`src/rtl/rsw_pkg.sv`:
```
`timescale 1ns / 1ps
// ----------------------------------------------------------------------------
// rsw_pkg
// Shared sizes, command codes and queue item type for the resampling wheel
// selector.
// ----------------------------------------------------------------------------
package rsw_pkg;

  // particle set and number formats
  localparam int N_PARTICLES = 256;
  localparam int WEIGHT_BITS = 16;
  localparam int RAND_BITS   = 16;
  localparam int OPND_BITS   = 16;
  localparam int OUT_IDX_BITS = 8;

  // derived widths
  localparam int IDX_BITS   = $clog2(N_PARTICLES);
  localparam int CNT_BITS   = $clog2(N_PARTICLES + 1);
  localparam int BETA_BITS  = WEIGHT_BITS + 3;
  localparam int STEP_BITS  = CNT_BITS + 2;
  localparam int PROD_BITS  = WEIGHT_BITS + RAND_BITS;
  localparam int INCR_BITS  = WEIGHT_BITS + 1;
  localparam int SUM_BITS   = BETA_BITS + 1;
  localparam int START_BITS = RAND_BITS + CNT_BITS;

  // command queue between front and back
  localparam int QUEUE_DEPTH = 2;
  localparam int QPTR_BITS   = (QUEUE_DEPTH > 1) ? $clog2(QUEUE_DEPTH) : 1;
  localparam int QCNT_BITS   = $clog2(QUEUE_DEPTH + 1);

  // external command codes
  localparam logic [1:0] CMD_LOAD  = 2'd0;
  localparam logic [1:0] CMD_START = 2'd1;
  localparam logic [1:0] CMD_DRAW  = 2'd2;

  // classified operation carried in the queue
  typedef enum logic [1:0] {
    OP_LOAD,
    OP_START,
    OP_DRAW
  } op_t;

  typedef struct packed {
    logic                 valid;
    op_t                  op;
    logic [OPND_BITS-1:0] operand;
  } cmd_item_t;

endpackage

```
`src/rtl/rsw_front.sv`:
```
`timescale 1ns / 1ps
// ----------------------------------------------------------------------------
// rsw_front
// Accepts command transactions, classifies them and queues them for the
// back end. Unknown commands are accepted and dropped.
// ----------------------------------------------------------------------------
module rsw_front import rsw_pkg::*; (
  input  logic                 clk,
  input  logic                 rst,
  input  logic                 start,
  input  logic [1:0]           cmd,
  input  logic [15:0]          weight,
  input  logic [15:0]          rand_value,
  output logic                 busy,
  output cmd_item_t            head,
  input  logic                 pop
);

  cmd_item_t            slot [QUEUE_DEPTH];
  logic [QPTR_BITS-1:0] wr_ptr;
  logic [QPTR_BITS-1:0] rd_ptr;
  logic [QCNT_BITS-1:0] q_count;
  logic                 accept;
  logic                 push;
  cmd_item_t            item;

  // classify the incoming command
  always_comb begin
    item = '0;
    case (cmd)
      CMD_LOAD: begin
        item.valid   = 1'b1;
        item.op      = OP_LOAD;
        item.operand = weight;
      end
      CMD_START: begin
        item.valid   = 1'b1;
        item.op      = OP_START;
        item.operand = rand_value;
      end
      CMD_DRAW: begin
        item.valid   = 1'b1;
        item.op      = OP_DRAW;
        item.operand = rand_value;
      end
      default: begin
        item = '0;
      end
    endcase
  end

  assign busy   = (q_count == QCNT_BITS'(QUEUE_DEPTH));
  assign accept = start && !busy;
  assign push   = accept && item.valid;

  // queue head toward the back end
  always_comb begin
    head       = slot[rd_ptr];
    head.valid = (q_count != '0);
  end

  // queue pointers and fill count
  always_ff @(posedge clk) begin
    if (rst) begin
      wr_ptr  <= '0;
      rd_ptr  <= '0;
      q_count <= '0;
    end else begin
      if (push) begin
        slot[wr_ptr] <= item;
        wr_ptr <= (wr_ptr == QPTR_BITS'(QUEUE_DEPTH - 1)) ? '0 : wr_ptr + 1'b1;
      end
      if (pop) begin
        rd_ptr <= (rd_ptr == QPTR_BITS'(QUEUE_DEPTH - 1)) ? '0 : rd_ptr + 1'b1;
      end
      if (push && !pop) begin
        q_count <= q_count + 1'b1;
      end else if (pop && !push) begin
        q_count <= q_count - 1'b1;
      end
    end
  end

  // queue never overfills and is never popped while empty
  a_no_overfill: assert property (@(posedge clk) disable iff (rst)
    q_count <= QCNT_BITS'(QUEUE_DEPTH)) else $error("queue overfilled");
  a_pop_nonempty: assert property (@(posedge clk) disable iff (rst)
    pop |-> (q_count != '0)) else $error("pop from empty queue");
  a_push_room: assert property (@(posedge clk) disable iff (rst)
    (push && !pop) |=> (q_count == $past(q_count) + 1'b1))
    else $error("queue count lost a push");

endmodule

```
`config.mk`:
```
export PLATFORM = sky130hd
export DESIGN_NAME = rsw_front
export DESIGN_NICKNAME = d
export VERILOG_FILES = /design/src/rtl/rsw_pkg.sv /design/src/rtl/rsw_front.sv
export SDC_FILE = /design/constraint.sdc
export NUM_CORES = 1
export LEC_CHECK = 0
export CAP_MARGIN = 10
export CORE_MARGIN = 2
export CORE_UTILIZATION = 36
export CTS_BUF_LIST = sky130_fd_sc_hd__clkbuf_8
export DETAILED_ROUTE_END_ITERATION = 16
export DONT_BUFFER_PORTS = 1
export SETUP_SLACK_MARGIN = 0.2
export SKIP_LAST_GASP = 1
export SYNTH_ARGS = -nofsm -noshare
export SYNTH_HDL_FRONTEND = slang
export SYNTH_SLANG_ARGS = --single-unit
```
`constraint.sdc`:
```
create_clock -name clk -period 7.5 [get_ports clk]
set_input_delay 0.75 -clock clk [delete_from_list [all_inputs] [get_ports clk]]
set_output_delay 0.75 -clock clk [all_outputs]
set_load 0.05 [all_outputs]
```
==> results of run 1 <==
==> placed cells by master, fill, tap and decap left out, types with 2 or more instances in the layout <==
cell,Yosys,routed
dfxtp_1,5,5
edfxtp_1,36,36
nor2_1,5,5
mux2i_1,15,15
nand2_1,18,18
nor2b_1,3,3
xor2_1,2,2
inv_1,2,2
clkbuf_8,0,5
buf_4,2,3
o21ai_0,17,17
mux2_2,19,19
==> cells by family (layout without fill, tap and decap cells) <==
group / count (synthesis) / after routing / share of synthesized area [%]
flip-flops: 41 / 41 / 61.8
multiplexers: 34 / 34 / 19.0
AND/OR/NAND/NOR: 32 / 32 / 8.25
AO/OA/AOI/OAI: 18 / 18 / 4.71
buffers and inverters: 11 / 12 / 4.19
XOR/XNOR: 3 / 3 / 1.37
adder cells (fa/ha/maj): 1 / 1 / 0.654
==> tightest hold or removal path, cell delays in order, from the launching register on <==
cell     delay, ps
dfxtp_1        330
o21ai_0         80
a21oi_1         60
==> layout make-up <==
cell class | instances | area [um^2] | share of cell area (%)
clock buffers | 5 | 68.8 | 3.34
multi-input cells | 88 | 661 | 32.0
well taps | 70 | 87.6 | 4.24
inverters | 2 | 7.51 | 0.364
flip-flops and latches | 41 | 1180 | 57.2
repair buffers | 3 | 22.5 | 1.09
clock inverters | 2 | 35.0 | 1.70
==> per-layer routing <==
| metal | vias to the layer above | part of all wire (%) | GRT usage, % |
|---|---|---|---|
| met3 | 2 | 8.9 | 5.76 |
| met4 | 0 | 0.30 | 3.09 |
| met2 | 44 | 50 | 21.4 |
| met1 | 483 | 41 | 15.2 |
| li1 | 504 | - | - |
| met5 | - | 0 | 0 |
==> path summary, 6_finish.rpt <==
path	depth (start not counted)	end	startpoint
hold reg to reg	2	q_count[1]	q_count[1]
hold / removal	2	q_count[1]	q_count[1]
setup / recovery	1	head[16]	flip-flop
setup reg to reg	6	q_count[1]	q_count[1]
==> power groups by stage <==
| stage | Sequential (mW) | Combinational, mW | Clock (mW) |
|---|---|---|---|
| 6_report | 0.275 | 0.0996 | 0.164 |
| 5_1_grt | 0.276 | 0.106 | 0.180 |
| 3_3_place_gp | 0.279 | 0.0981 | 0 |
| 4_1_cts | 0.275 | 0.100 | 0.170 |
| 3_5_place_dp | 0.280 | 0.100 | 0 |
| 2_1_floorplan | 0.275 | 0.0984 | 0 |
==> registers in the layout, summed over array words and instances (netlist names), named ones only <==
register,flops
wr_ptr,1
slot,36
q_count,2
rd_ptr,1
==> per-stage QoR <==
stage               hold slack [ps]  total power, mW  utilization [%]  worst slack, ps  cell area [um^2]
floorplan                       462            0.373                -             4610              1910
global placement                466            0.377             38.4             5190              1960
detailed placement              488            0.381             38.4             5090              1960
CTS                             507            0.545             40.4             4960              2060
global route                    522            0.562             40.4             4900              2060
finish                          509            0.538             40.4             5030              2060
==> summary.md, run 1 <==
| Metric | Value |
|---|---|
| Result of the run | `completed` |
| HP Class | `flip-flop to flip-flop` |
| Leakage power summed over all cells | `0.739 nW` |
| Number of pins exceeding their max-slew limit in the final report | `0` |
| Number of levels in the clock H-tree | `2` |
| Category of the worst setup path launch point | `flip-flop` |
| Weighted congestion reported at the end of routability-driven placement | `0.713` |
| Synthesized flop and latch total | `41` |
| Share of flip-flops with an asynchronous set or reset | `0%` |
| Final number of setup-violating endpoints | `0` |
| Clock insertion delay at the later pin of the skew report | `280 ps` |
| Cell chain of the critical path | `mux2_2` |
| Number of global-route vias before repair | `1153` |
| Worst-case clock skew | `6.28 ps` |
| Most frequent cell after synthesis | `edfxtp_1` |
| Sequential fraction of design power | `51.1%` |
| VDD IR max | `0.186 mV` |
| Worst slew slack as a fraction of its limit | `33.7%` |
| Global route overflow | `0` |
| Reg-to-reg setup timing slack | `5060 ps` |
| Clock root buffer master | `clkbuf_8` |
| Area of the mapped netlist | `1910 um^2` |
| Buffer and inverter count on the worst path | `0` |
| Ratio of total power to cell area | `261 nW/um^2` |
| Largest stage delay on the critical path | `890 ps` |
| Total die area | `5910 um^2` |
| Row cnt | `26` |
| Number of hold-repair buffers added at the cts stage | `0` |
| Clock slew seen by the registers of the worst setup and hold paths | `70 ps` |
| Top cells by area in the synthesized netlist | `edfxtp_1 (57%), mux2_2 (11%), mux2i_1 (7.9%), dfxtp_1 (5.2%), o21ai_0 (4.5%)` |
| HPWL after detailed placement | `2430 um` |
| Total instance count after detailed placement | `204` |
| Fill cell total of the finished layout | `489` |
| Overall Global Routing Usage | `12.9%` |
| First-pass GRT wire length | `5790 um` |
| Total DRC errors in the routed layout | `0` |
| Family of cells with the greatest summed delay on the critical path | `flip-flops` |
| Die height | `76.9 um` |
| Crit Path Class | `flip-flop to output pin` |
| Starting utilization of the core area | `37.4%` |
| Width of the chip | `76.9 um` |
| Top_reg_cell synth | `edfxtp_1` |
| Cell type contributing the most total cell area after synthesis | `edfxtp_1` |
| Fraction of synthesized cell area taken by the top area cell type | `56.5%` |
| Clock buffer depth | `2` |
| CTS tree | `yes` |
| Portion of the post-synthesis area used by sequential elements | `61.8%` |
| Number of sinks driven by the clock tree | `41` |
| Sort of element at the end of the critical path | `output pin` |
| Cell-internal power | `0.391 mW` |
| Fin Setup TNS | `0 ps` |
| Proportion of layout cells with a drive suffix above 1 | `23.4%` |
| List of most frequent post-synthesis cells | `edfxtp_1 (36), mux2_2 (19), nand2_1 (18)` |
| Slowest cell on the critical path | `dfxtp_1` |
| Synthesis warning total | `0` |
| Final-stage net count | `180` |
| Synthesized Nets | `179` |
| Iteration count of the initial detailed-routing pass | `4` |
| Inserted Clock Buffers | `5` |
| Placeable core region | `5110 um^2` |
| Count of unique library cells instantiated by Yosys | `23` |
| Clock share of power | `30.4%` |
| Required time at the worst-slack endpoint | `6750 ps` |
| Routed via count | `1033` |
| DRC violation total after the first TritonRoute iteration | `56` |
| I/O pins | `58` |
| Arrival time reported for the critical path endpoint | `1720 ps` |
| Setup repair bufs after CTS | `0` |
| Post-route insts no fill | `211` |
| Port Buf Inserts | `0` |
| Cells after synthesis | `140` |
| Post-DRT Antenna Nets | `0` |
| Total length of routed wires | `3610 um` |
| Mean number of vias per cell | `4.90` |
| Count of max-cap constraint violations | `0` |
| Switching fraction of total power | `27.4%` |
| Number of antenna diodes | `0` |
| Post-synthesis to final-layout area growth | `7.92%` |
| Post-route fraction of the period consumed by the critical path | `32.9%` |
| Period minus WS final | `2470 ps` |
| Largest net degree at the start of global routing | `20` |
| Post-synth EDFFs | `36` |
| Actual transition at the worst max-transition pin | `993 ps` |
| Max Clock Freq | `0.405 GHz` |
| Gates resized, CTS repair | `0` |
| Number of antenna violations at the first check in global routing | `0` |
| Critical path peak fanout | `18` |
| Comb power frac | `18.5%` |
| Synth Area per Inst | `13.7 um^2` |
| RSZ-0062 raised after global routing | `no` |
| Post-detailed-route wirelength per cell | `17.1 um` |
| Net switching component of the power | `0.148 mW` |
| Hold Violations, Final | `0` |
No activity file was read; power rests on OpenSTA's default activity.
==> run 2, diff against run 1 <==
Clock period 7.5 ns to 2.55 ns, I/O delays scaled along.
==> run 2 against run 1 <==
Routed wire length decreased by 3.3%; non-clock buffer count increased by 2; worst setup slack got worse by 4100 ps.
==> summary.md, run 2 (same netlist as run 1, synthesis figures left out) <==
| Metric | Value |
|---|---|
| Area post-placement | `1970 um^2` |
| Largest net degree at the start of global routing | `20` |
| Number of antenna violations at the first check in global routing | `0` |
| Critical path peak fanout | `4` |
| Period minus WS final | `1660 ps` |
| Clock slew seen by the registers of the worst setup and hold paths | `80 ps` |
| Family of cells with the greatest summed delay on the critical path | `simple AND/OR/NAND/NOR gates` |
| Port Buf Inserts | `0` |
| Fill cell total of the finished layout | `512` |
| First-pass GRT wire length | `5530 um` |
| Cell-internal power | `1.16 mW` |
| Placeable core region | `5110 um^2` |
| Result of the run | `completed` |
| Cell chain of the critical path | `nor2b_1, nand3b_4, inv_1, ha_1, or3_1, a21oi_1` |
| Reg-to-reg setup timing slack | `890 ps` |
| Levels on crit path | `6` |
| Final-stage net count | `182` |
| Fin Setup TNS | `0 ps` |
| DRC violation total after the first TritonRoute iteration | `64` |
| Most common cell after layout, fill and taps aside | `edfxtp_1` |
| Number of pins exceeding their max-slew limit in the final report | `0` |
| Overall Global Routing Usage | `12.3%` |
| Count of max-cap constraint violations | `0` |
| HPWL after detailed placement | `2420 um` |
| Width of the chip | `76.9 um` |
| Inserted Clock Buffers | `5` |
| RSZ-0062 raised after global routing | `no` |
| Slowest cell on the critical path | `dfxtp_1` |
| Post-DRT Antenna Nets | `0` |
| Total die area | `5910 um^2` |
| Setup repair bufs after CTS | `0` |
| Post-synthesis to final-layout area growth | `9.03%` |
| Iteration count of the initial detailed-routing pass | `4` |
| Actual transition at the worst max-transition pin | `542 ps` |
| Number of sinks driven by the clock tree | `41` |
| Gates resized, CTS repair | `0` |
| Final number of setup-violating endpoints | `0` |
| Max Clock Freq | `0.601 GHz` |
| Reg-to-Reg End | `q_count[1]` |
| Number of antenna diodes | `0` |
| Proportion of layout cells with a drive suffix above 1 | `24.3%` |
| Total length of routed wires | `3490 um` |
| Hold Violations, Final | `0` |
| Global route overflow | `0` |
| Worst r2r path cells | `6` |
| Post-detailed-route wirelength per cell | `16.3 um` |
| Net switching component of the power | `0.447 mW` |
| Clock root buffer master | `clkbuf_8` |
| Category of the worst setup path launch point | `flip-flop` |
| Worst R2R Start | `q_count[1]` |
| Leakage power summed over all cells | `0.747 nW` |
| Commonest non-fill, non-tap cells in the layout | `edfxtp_1 (36), mux2_2 (19), nand2_1 (18), o21ai_0 (17), mux2i_1 (15)` |
| Die height | `76.9 um` |
| I/O pins | `58` |
| Arrival time reported for the critical path endpoint | `1890 ps` |
| Required time at the worst-slack endpoint | `2770 ps` |
| Weighted congestion reported at the end of routability-driven placement | `0.681` |
| End of the critical path | `q_count[1]` |
| HP Class | `input port to flip-flop` |
| Launch point of the critical path | `q_count[1]` |
| Largest stage delay on the critical path | `360 ps` |
| Number of hold-repair buffers added at the cts stage | `0` |
| Number of global-route vias before repair | `1121` |
| Total DRC errors in the routed layout | `0` |
| Worst-case clock skew | `10.2 ps` |
| Post-route fraction of the period consumed by the critical path | `65.2%` |
| Buffer and inverter count on the worst path | `1` |
| Switching fraction of total power | `27.8%` |
| Number of levels in the clock H-tree | `2` |
| Ratio of total power to cell area | `770 nW/um^2` |
| Comb power frac | `19.3%` |
| Routed via count | `1079` |
| Reg with most FFs | `slot` |
| Clock buffer depth | `2` |
| VDD IR max | `0.392 mV` |
| Launch point of the worst hold path | `rst` |
| Sequential fraction of design power | `49.6%` |
| Registers with the most flip-flops | `slot (36), q_count (2)` |
| Sort of element at the end of the critical path | `flip-flop` |
| Clock insertion delay at the later pin of the skew report | `280 ps` |
| Worst slew slack as a fraction of its limit | `63.8%` |
| Post-layout instance area | `2080 um^2` |
| Row cnt | `26` |
| Starting utilization of the core area | `37.4%` |
| Mean number of vias per cell | `5.04` |
| Max reg flops | `36` |
| Clock share of power | `31.0%` |
| Crit Path Class | `flip-flop to flip-flop` |
| CTS tree | `yes` |
-- run 2: cell count changes in the layout (fill, tap and decap cells not counted), sizes merged --
cell	previous run	this run
buf	3	5
clkinvlp	0	1
-- run 2: routing by layer --
layer  vias to the layer above  global-route usage, %  routed length (um)
met5                         -                      0                   0
met4                         0                   4.55                  36
met3                         4                   4.94                 298
met2                        45                   21.1                1790
met1                       522                   13.5                1370
li1                        508                      -                   -
-- run 2: worst min path at each step --
stage               depth (start not counted)    endpoint
detailed placement                          1   flip-flop
floorplan                                   2   flip-flop
CTS                                         1  q_count[1]
global route                                1      rd_ptr
global placement                            1  q_count[1]
finish                                      1  q_count[1]
-- run 2: area by class of cell --
cell class / instances / area, um^2 / area share [%]
clock buffers: 5 / 68.8 / 3.30
clock inverters: 3 / 41.3 / 1.98
inverters: 2 / 7.51 / 0.360
multi-input cells: 88 / 661 / 31.7
flip-flops and latches: 41 / 1180 / 56.7
well taps: 70 / 87.6 / 4.20
repair buffers: 5 / 37.5 / 1.80
-- run 2: power groups by stage --
stage | clock network (mW) | logic (mW) | registers [mW]
after floorplan | 0 | 0.291 | 0.807
after detailed placement | 0 | 0.314 | 0.812
after global placement | 0 | 0.307 | 0.808
after CTS | 0.509 | 0.316 | 0.797
after global routing | 0.541 | 0.331 | 0.803
final | 0.498 | 0.311 | 0.797
-- run 2: through the flow --
stage	worst slack, ps	instances	hold slack (ps)	power [mW]	utilization [%]
CTS	864	214	20.6	1.62	40.8
global placement	1020	206	326	1.12	38.7
finish	887	214	27.1	1.61	40.8
detailed placement	892	206	330	1.13	38.7
global route	768	214	16.9	1.67	40.8
floorplan	287	140	409	1.10	-
